**src/sv/mtrc_pkg.sv**
```systemverilog
// Shared types and constants for the Modbus TCP response checker.
`default_nettype none

package mtrc_pkg;

	localparam int HEADER_BYTES = 12;
	localparam int HDR_IDX_W    = $clog2(HEADER_BYTES);
	localparam int LENGTH_BITS  = 9;
	localparam logic [LENGTH_BITS-1:0] LEN_MAX = {LENGTH_BITS{1'b1}};

	localparam int CFG_IDX_W = 3;
	localparam int CFG_DATA_W = 16;

	// Configuration register indexes
	localparam logic [CFG_IDX_W-1:0] CFG_PENDING  = 3'd0;
	localparam logic [CFG_IDX_W-1:0] CFG_TXN_ID   = 3'd1;
	localparam logic [CFG_IDX_W-1:0] CFG_UNIT_ID  = 3'd2;
	localparam logic [CFG_IDX_W-1:0] CFG_FUNCTION = 3'd3;
	localparam logic [CFG_IDX_W-1:0] CFG_START    = 3'd4;
	localparam logic [CFG_IDX_W-1:0] CFG_QUANTITY = 3'd5;

	// Function codes
	localparam logic [7:0] FN_RD_COILS   = 8'h01;
	localparam logic [7:0] FN_RD_REGS    = 8'h03;
	localparam logic [7:0] FN_WR_COILS   = 8'h0F;
	localparam logic [7:0] FN_WR_REGS    = 8'h10;
	localparam logic [7:0] FN_EXC_BIT    = 8'h80;
	localparam logic [7:0] FN_EXC_RD_CL  = 8'h81;
	localparam logic [7:0] FN_EXC_RD_RG  = 8'h83;
	localparam logic [7:0] FN_EXC_WR_CL  = 8'h8F;
	localparam logic [7:0] FN_EXC_WR_RG  = 8'h90;

	// Frame length thresholds
	localparam logic [LENGTH_BITS-1:0] MIN_FRAME_LEN = LENGTH_BITS'(9);
	localparam logic [LENGTH_BITS-1:0] MIN_READ_LEN  = LENGTH_BITS'(10);
	localparam logic [LENGTH_BITS-1:0] WRITE_LEN     = LENGTH_BITS'(12);
	localparam logic [LENGTH_BITS-1:0] MBAP_PREFIX   = LENGTH_BITS'(6);
	localparam logic [LENGTH_BITS-1:0] READ_PREFIX   = LENGTH_BITS'(9);

	typedef enum logic [4:0] {
		ST_NO_REQ     = 5'd0,
		ST_SHORT      = 5'd1,
		ST_TXN        = 5'd2,
		ST_PROTO      = 5'd3,
		ST_LEN_FIELD  = 5'd4,
		ST_UNIT       = 5'd5,
		ST_FUNC       = 5'd6,
		ST_READ_SHORT = 5'd7,
		ST_COUNT      = 5'd8,
		ST_BYTES      = 5'd9,
		ST_RD_COIL_OK = 5'd10,
		ST_RD_REG_OK  = 5'd11,
		ST_ADDR       = 5'd12,
		ST_QTY        = 5'd13,
		ST_WR_LEN     = 5'd14,
		ST_WR_COIL_OK = 5'd15,
		ST_WR_REG_OK  = 5'd16,
		ST_EXC_FUNC   = 5'd17,
		ST_EXCEPTION  = 5'd18,
		ST_UNKNOWN    = 5'd19
	} status_t;

	typedef struct packed {
		logic [7:0] resp_byte;
		logic       last_byte;
	} in_item_t;

	typedef struct packed {
		status_t                status;
		logic [LENGTH_BITS-1:0] response_length;
	} out_item_t;

	typedef struct packed {
		logic        request_pending;
		logic [15:0] req_transaction_id;
		logic [7:0]  req_unit_id;
		logic [7:0]  req_function;
		logic [15:0] req_start_address;
		logic [15:0] req_quantity;
	} req_t;

	typedef logic [HEADER_BYTES-1:0][7:0] hdr_t;

	// Frame tracker to evaluator
	typedef struct packed {
		hdr_t                   hdr;
		logic [LENGTH_BITS-1:0] len;
		logic                   done;
	} frame_t;

endpackage

`default_nettype wire

```
**src/sv/modbus_tcp_response_checker_core.sv**
```systemverilog
// Top level of the Modbus TCP response checker: config registers and result register.
//
//  channel | direction | handshake           | payload
//  --------+-----------+---------------------+-----------------------------------
//  in      | input     | in_valid / in_ready | in_data: resp_byte, last_byte
//  out     | output    | out_valid/out_ready | out_data: status, response_length
//  cfg     | input     | cfg_valid/cfg_ready | cfg_index, cfg_data (write only)
//
// One response byte per cycle is taken while the input stage is not held. A byte
// waits in the input register, where it is stored into the 12-byte header and
// counted; on the final byte the checks run in that same cycle and the status
// lands in the output register.
// A held output stalls only when a new status must replace it; plain bytes
// keep flowing. Reset clears the counter, handshake state and config;
// the header store has no reset and needs no clearing pass.
`default_nettype none

module modbus_tcp_response_checker_core
	import mtrc_pkg::*;
(
	input  wire logic                  clk,
	input  wire logic                  arst_n,
	input  wire logic                  in_valid,
	output logic                       in_ready,
	input  wire in_item_t              in_data,
	output logic                       out_valid,
	input  wire logic                  out_ready,
	output out_item_t                  out_data,
	input  wire logic                  cfg_valid,
	output logic                       cfg_ready,
	input  wire logic [CFG_IDX_W-1:0]  cfg_index,
	input  wire logic [CFG_DATA_W-1:0] cfg_data
);

	req_t      req_q;
	frame_t    frame;
	status_t   status;
	logic      advance;
	logic      out_valid_q;
	out_item_t out_q;

	// Config writes are taken at any time
	assign cfg_ready = 1'b1;

	always_ff @(posedge clk or negedge arst_n) begin
		if (!arst_n) begin
			req_q <= '0;
		end else if (cfg_valid) begin
			unique case (cfg_index)
				CFG_PENDING:  req_q.request_pending    <= cfg_data[0];
				CFG_TXN_ID:   req_q.req_transaction_id <= cfg_data;
				CFG_UNIT_ID:  req_q.req_unit_id        <= cfg_data[7:0];
				CFG_FUNCTION: req_q.req_function       <= cfg_data[7:0];
				CFG_START:    req_q.req_start_address  <= cfg_data;
				CFG_QUANTITY: req_q.req_quantity       <= cfg_data;
				default: ;    // unused index, ignored
			endcase
		end
	end

	// Input stage moves on unless it holds a final byte and the output is full
	assign advance = !(frame.done && out_valid_q && !out_ready);

	mtrc_frame u_frame (
		.clk      (clk),
		.arst_n   (arst_n),
		.in_valid (in_valid),
		.in_ready (in_ready),
		.in_data  (in_data),
		.advance  (advance),
		.frame    (frame)
	);

	mtrc_eval u_eval (
		.req    (req_q),
		.frame  (frame),
		.status (status)
	);

	always_ff @(posedge clk or negedge arst_n) begin
		if (!arst_n) begin
			out_valid_q <= 1'b0;
		end else if (frame.done && advance) begin
			out_valid_q <= 1'b1;
		end else if (out_ready) begin
			out_valid_q <= 1'b0;
		end
	end

	always_ff @(posedge clk) begin
		if (frame.done && advance) begin
			out_q.status          <= status;
			out_q.response_length <= frame.len;
		end
	end

	assign out_valid = out_valid_q;
	assign out_data  = out_q;

endmodule

`default_nettype wire

```
**src/sv/mtrc_frame.sv**
```systemverilog
// Input register, header byte store and saturating byte counter.
`default_nettype none

module mtrc_frame
	import mtrc_pkg::*;
(
	input  wire logic     clk,
	input  wire logic     arst_n,
	input  wire logic     in_valid,
	output logic          in_ready,
	input  wire in_item_t in_data,
	input  wire logic     advance,
	output frame_t        frame
);

	logic                   valid_s1;
	in_item_t               data_s1;
	hdr_t                   hdr_q;
	logic [LENGTH_BITS-1:0] pos_q;
	logic [LENGTH_BITS-1:0] next_len;
	logic                   step;

	assign in_ready = !valid_s1 || advance;
	assign step     = valid_s1 && advance;
	assign next_len = (pos_q == LEN_MAX) ? pos_q : pos_q + LENGTH_BITS'(1);

	always_ff @(posedge clk or negedge arst_n) begin
		if (!arst_n) begin
			valid_s1 <= 1'b0;
			pos_q    <= '0;
		end else begin
			if (in_valid && in_ready) begin
				valid_s1 <= 1'b1;
			end else if (advance) begin
				valid_s1 <= 1'b0;
			end
			if (step) begin
				pos_q <= data_s1.last_byte ? '0 : next_len;
			end
		end
	end

	always_ff @(posedge clk) begin
		if (in_valid && in_ready) begin
			data_s1 <= in_data;
		end
		if (step && pos_q < LENGTH_BITS'(HEADER_BYTES)) begin
			hdr_q[pos_q[HDR_IDX_W-1:0]] <= data_s1.resp_byte;
		end
	end

	// Header as seen with the current byte already in place
	always_comb begin
		for (int i = 0; i < HEADER_BYTES; i++) begin
			frame.hdr[i] = (pos_q == LENGTH_BITS'(i)) ? data_s1.resp_byte : hdr_q[i];
		end
		frame.len  = next_len;
		frame.done = valid_s1 && data_s1.last_byte;
	end

endmodule

`default_nettype wire

```
**src/sv/mtrc_eval.sv**
```systemverilog
// Response checks against the pending request, giving one status code.
`default_nettype none

module mtrc_eval
	import mtrc_pkg::*;
(
	input  wire req_t   req,
	input  wire frame_t frame,
	output status_t     status
);

	logic [15:0]            txn_id;
	logic [15:0]            mbap_len;
	logic [15:0]            wr_addr;
	logic [15:0]            wr_qty;
	logic [7:0]             fn;
	logic [7:0]             byte_cnt;
	logic [16:0]            qty_plus7;
	logic [15:0]            expect_cnt;
	logic [LENGTH_BITS-1:0] len;
	logic                   is_read;
	logic                   is_write;
	logic                   is_exc;

	always_comb begin
		len       = frame.len;
		txn_id    = {frame.hdr[0], frame.hdr[1]};
		mbap_len  = {frame.hdr[4], frame.hdr[5]};
		wr_addr   = {frame.hdr[8], frame.hdr[9]};
		wr_qty    = {frame.hdr[10], frame.hdr[11]};
		fn        = frame.hdr[7];
		byte_cnt  = frame.hdr[8];
		qty_plus7 = {1'b0, req.req_quantity} + 17'd7;
		// coils: ceil(qty/8); registers: 2*qty kept to 16 bits
		expect_cnt = (fn == FN_RD_COILS) ? {2'b00, qty_plus7[16:3]}
		                                 : {req.req_quantity[14:0], 1'b0};
		is_read  = (fn == FN_RD_COILS) || (fn == FN_RD_REGS);
		is_write = (fn == FN_WR_COILS) || (fn == FN_WR_REGS);
		is_exc   = (fn == FN_EXC_RD_CL) || (fn == FN_EXC_RD_RG) ||
		           (fn == FN_EXC_WR_CL) || (fn == FN_EXC_WR_RG);

		priority if (!req.request_pending) begin
			status = ST_NO_REQ;
		end else if (len < MIN_FRAME_LEN) begin
			status = ST_SHORT;
		end else if (txn_id != req.req_transaction_id) begin
			status = ST_TXN;
		end else if ((frame.hdr[2] | frame.hdr[3]) != 8'h00) begin
			status = ST_PROTO;
		end else if (16'(len - MBAP_PREFIX) != mbap_len) begin
			status = ST_LEN_FIELD;
		end else if (frame.hdr[6] != req.req_unit_id) begin
			status = ST_UNIT;
		end else if ((is_read || is_write) && fn != req.req_function) begin
			status = ST_FUNC;
		end else if (is_read) begin
			priority if (len < MIN_READ_LEN) begin
				status = ST_READ_SHORT;
			end else if (expect_cnt != {8'h00, byte_cnt}) begin
				status = ST_COUNT;
			end else if (LENGTH_BITS'(byte_cnt) != len - READ_PREFIX) begin
				status = ST_BYTES;
			end else begin
				status = (fn == FN_RD_COILS) ? ST_RD_COIL_OK : ST_RD_REG_OK;
			end
		end else if (is_write) begin
			priority if (len != WRITE_LEN) begin
				status = ST_WR_LEN;
			end else if (wr_addr != req.req_start_address) begin
				status = ST_ADDR;
			end else if (wr_qty != req.req_quantity) begin
				status = ST_QTY;
			end else begin
				status = (fn == FN_WR_COILS) ? ST_WR_COIL_OK : ST_WR_REG_OK;
			end
		end else if (is_exc) begin
			status = ((fn - FN_EXC_BIT) != req.req_function) ? ST_EXC_FUNC : ST_EXCEPTION;
		end else begin
			status = ST_UNKNOWN;
		end
	end

endmodule

`default_nettype wire

```
**config.mk**
```make
export PLATFORM = sky130hd
export DESIGN_NAME = modbus_tcp_response_checker_core
export DESIGN_NICKNAME = d
export VERILOG_FILES = /design/src/sv/mtrc_pkg.sv /design/src/sv/modbus_tcp_response_checker_core.sv /design/src/sv/mtrc_frame.sv /design/src/sv/mtrc_eval.sv
export SDC_FILE = /design/constraint.sdc
export NUM_CORES = 1
export LEC_CHECK = 0
export ABC_AREA = 1
export ABC_CLOCK_PERIOD_IN_PS = 4550
export BUFFER_PORTS_ARGS = -buffer_cell sky130_fd_sc_hd__buf_2
export CAP_MARGIN = 20
export CORE_ASPECT_RATIO = 0.5
export CORE_UTILIZATION = 60
export CTS_CLUSTER_DIAMETER = 40
export CTS_CLUSTER_SIZE = 30
export DETAILED_ROUTE_END_ITERATION = 7
export PLACE_DENSITY = 0.78
export REMOVE_ABC_BUFFERS = 1
export SYNTH_ARGS = -nofsm -noshare
export SYNTH_HDL_FRONTEND = slang
export SYNTH_SLANG_ARGS = --single-unit
```
**constraint.sdc**
```tcl
create_clock -name clk -period 4.55 [get_ports clk]
set_input_delay 0 -clock clk [delete_from_list [all_inputs] [get_ports clk]]
set_output_delay 0 -clock clk [all_outputs]
set_load 0.05 [all_outputs]
```
==> reports/results.tsv <==
metric	value	unit
share of synthesized registers carrying an async set or reset	39.0	%
total negative slack	0	ns
Num CTS Buffers	17	
Yosys top cell by area	edfxtp_1	
synth warn	0	
most frequent CP cell	nand2_1	
clock slew at reported path FFs	0.07	ns
largest net degree at the start of global routing	77	
min cycle time layout	3.87	ns
Final Hold Vio Count	0	
gate count of the mapped netlist	1184	
critical path, cell by cell	inv_1, nand3_1, nor2_4, nand3_2, o21ai_0, xor2_1, nor2_1, nand2_1, nor2_1, nand4_1, o21ai_0, nand2_1, nand3b_1, nand2_1, a21oi_1	
critical path's top delay family	simple AND/OR/NAND/NOR gates	
final worst path period share	85.1	%
R2R Setup Slk	0.68	ns
ys flop type	edfxtp_1	
Initial Util	61.9	%
Critical Path AT	4.17	ns
routability cong.	0.945	
synthesized flop and latch total	195	
Total Routed Length	29800	µm
clk root buf	clkbuf_16	
crit end category	register	
P_sw	1.45	mW
Routed wire per std cell	19.7	µm
Post-Synthesis Cell Area	10200	µm²
CP Launch Point	u_frame.pos_q[8]	
Placed Area	10700	µm²
# IOs	50	
Comb pwr share	18.3	%
Post-synth EDFFs	119	
Register-to-Register Path Depth	15	
Die Y-Extent	94.3	µm
area grow syn2layout	14.0	%
Final HPWL DP	20400	µm
number of DRC markers in iteration 0	1026	
worst endpoint required time	4.85	ns
Startpoint Class	register	
site row count	33	
Layout Cell Area excl Fill	11700	µm²
ranking of synthesized cells by area	edfxtp_1 (35%), dfrtp_1 (19%), nand2_1 (14%), o21ai_0 (5.5%), inv_1 (3.8%)	
post-route ant nets	0	
number of max-cap violations	0	
vias in the first global route	7939	
critical-path maximum fanout	17	
P_int	3.07	mW
sequential power share	48.6	%
slowest stage delay, CP	0.45	ns
Synth Area per Inst	8.64	µm²
status	completed	
sequential fraction of the synthesis area	53.5	%
top cell type's share of synthesized area	34.9	%
vias	8886	
CP endpoint	out_data[10]	
TritonCTS clock tree	done	
Die Area	17600	µm²
maximum vdd drop	0.332	mV
gr ovfl total	0	
Max clock buf depth	2	
Worst Skew	0.0177	ns
synth unique cells	46	
reg2reg start	u_frame.pos_q[8]	
Slew @ Worst Pin	1.00	ns
Worst path depth	15	
share of layout cells above drive strength 1	10.3	%
Sw Ratio	32.1	%
FF-to-FF End	out_data[10]	
final setup vio count	0	
clock sinks	195	
WS Path Type	register to register	
max_slew headroom	32.9	%
Final Max Slew Viols	0	
fin nets	1310	
port bufs	48	
die width	187	µm
path category of the worst min-delay check	input port to register	
# DRC	0	
TritonRoute pass-1 iters	6	
FILL cells	1264	
Lkg Pwr	5.31	nW
first-pass GRT wire length	45400	µm
H-tree depth	4	
initial antenna violation count	0	
Via density	5.88	
list of most frequent post-synthesis cells	nand2_1 (371), edfxtp_1 (119), o21ai_0 (112), inv_1 (104), nor2_1 (83)	
clock power share	33.1	%
worst skew pair latency	0.46	ns
PwrDens	387	nW/µm²
RSZ-0062 raised after global routing	false	
Core Region	16500	µm²
setup bufs post-CTS	0	
Critical path buffers and inverters	1	
gr usage total	35.2	%
critical path's slowest cell	dfrtp_1	
f_max	0.258	GHz
antenna fix cells	0	
top-count cell post-synth	nand2_1	
[state kept, by name, summed over array words and instances (netlist names)]
register,count
u_frame.hdr_q,96
req_q,65
out_data,14
u_frame.data_s1,9
u_frame.pos_q,9
out_valid,1
u_frame.valid_s1,1
[worst min-delay path by stage]
stage                           start                  to  depth (start not counted)  slack, ns
after global routing      cfg_data[5]            req_q[5]                          3       0.03
after global placement     in_data[6]  u_frame.data_s1[6]                          1       0.18
after CTS                 cfg_data[6]            req_q[6]                          3      0.002
final                     cfg_data[5]            req_q[5]                          3       0.02
after detailed placement   in_data[8]  u_frame.data_s1[8]                          1       0.18
after floorplan                arst_n           out_valid                          0      -0.30
[cells by family after synthesis]
group	share of synthesized area, %
AND/OR/NAND/NOR	25.3
flip-flops	53.5
AO/OA/AOI/OAI	9.31
buffers and inverters	5.77
XOR/XNOR	5.48
adder cells (fa/ha/maj)	0.612
other	0.0367
[tightest hold or removal path: cells and delay by family]
| kind | cells | cell delay, ns |
|---|---|---|
| AO/OA/AOI/OAI | 1 | 0.20 |
| buffers and inverters | 2 | 0.23 |
[layout make-up]
cell class	instances	area, µm²	share of cell area, %
clock buffers	17	425	3.65
clock inverters	15	141	1.21
inverters	119	447	3.83
multi-input cells	840	4160	35.7
flip-flops and latches	195	5480	46.9
well taps	227	284	2.44
repair buffers	99	726	6.22
[stage by stage]
stage                     worst slack (ns)  instances  utilization [%]  hold slack, ns  total power [mW]
after floorplan                       1.54       1154                -          -0.296              2.72
after global placement               0.993       1447             65.1           0.178              2.97
after detailed placement             0.844       1447             65.1           0.178              3.00
after CTS                            0.821       1509             70.3         0.00160              4.47
after global routing                 0.304       1512             70.6          0.0270              4.67
final                                0.679       1512             70.6          0.0248              4.51
[per-layer routing]
layer | vias to the layer above | share of wire [%] | wire length (µm) | GRT usage (%)
li1 | 4090 | - | - | -
met4 | 0 | 2.5 | 744 | 10.5
met1 | 4161 | 41 | 12300 | 48.9
met3 | 86 | 13 | 3910 | 9.74
met5 | - | 0 | 0 | 0
met2 | 549 | 43 | 12800 | 54.5
[repair_timing]
item / CTS / global route
endpoints found under the hold margin: 138 / 9
resized for setup: 0 / 0
hold buffers: 30 / 2
[power groups by stage]
stage               clock, mW  sequential (mW)  combinational [mW]
finish                   1.49             2.19               0.828
global route             1.56             2.20               0.909
CTS                      1.48             2.19               0.803
detailed placement          0             2.22               0.774
global placement            0             2.22               0.752
floorplan                   0             2.21               0.517
[cell usage in the layout (no fill, tap or decap), types with 22 or more instances in the layout]
master,count
dfrtp_1,76
inv_1,104
buf_2,47
edfxtp_1,119
xor2_1,42
nand3_1,69
dlygate4sd3_1,32
nor2_1,83
nand2_1,371
xnor2_1,22
o21ai_0,112
Power figures use the tool's default switching activity.
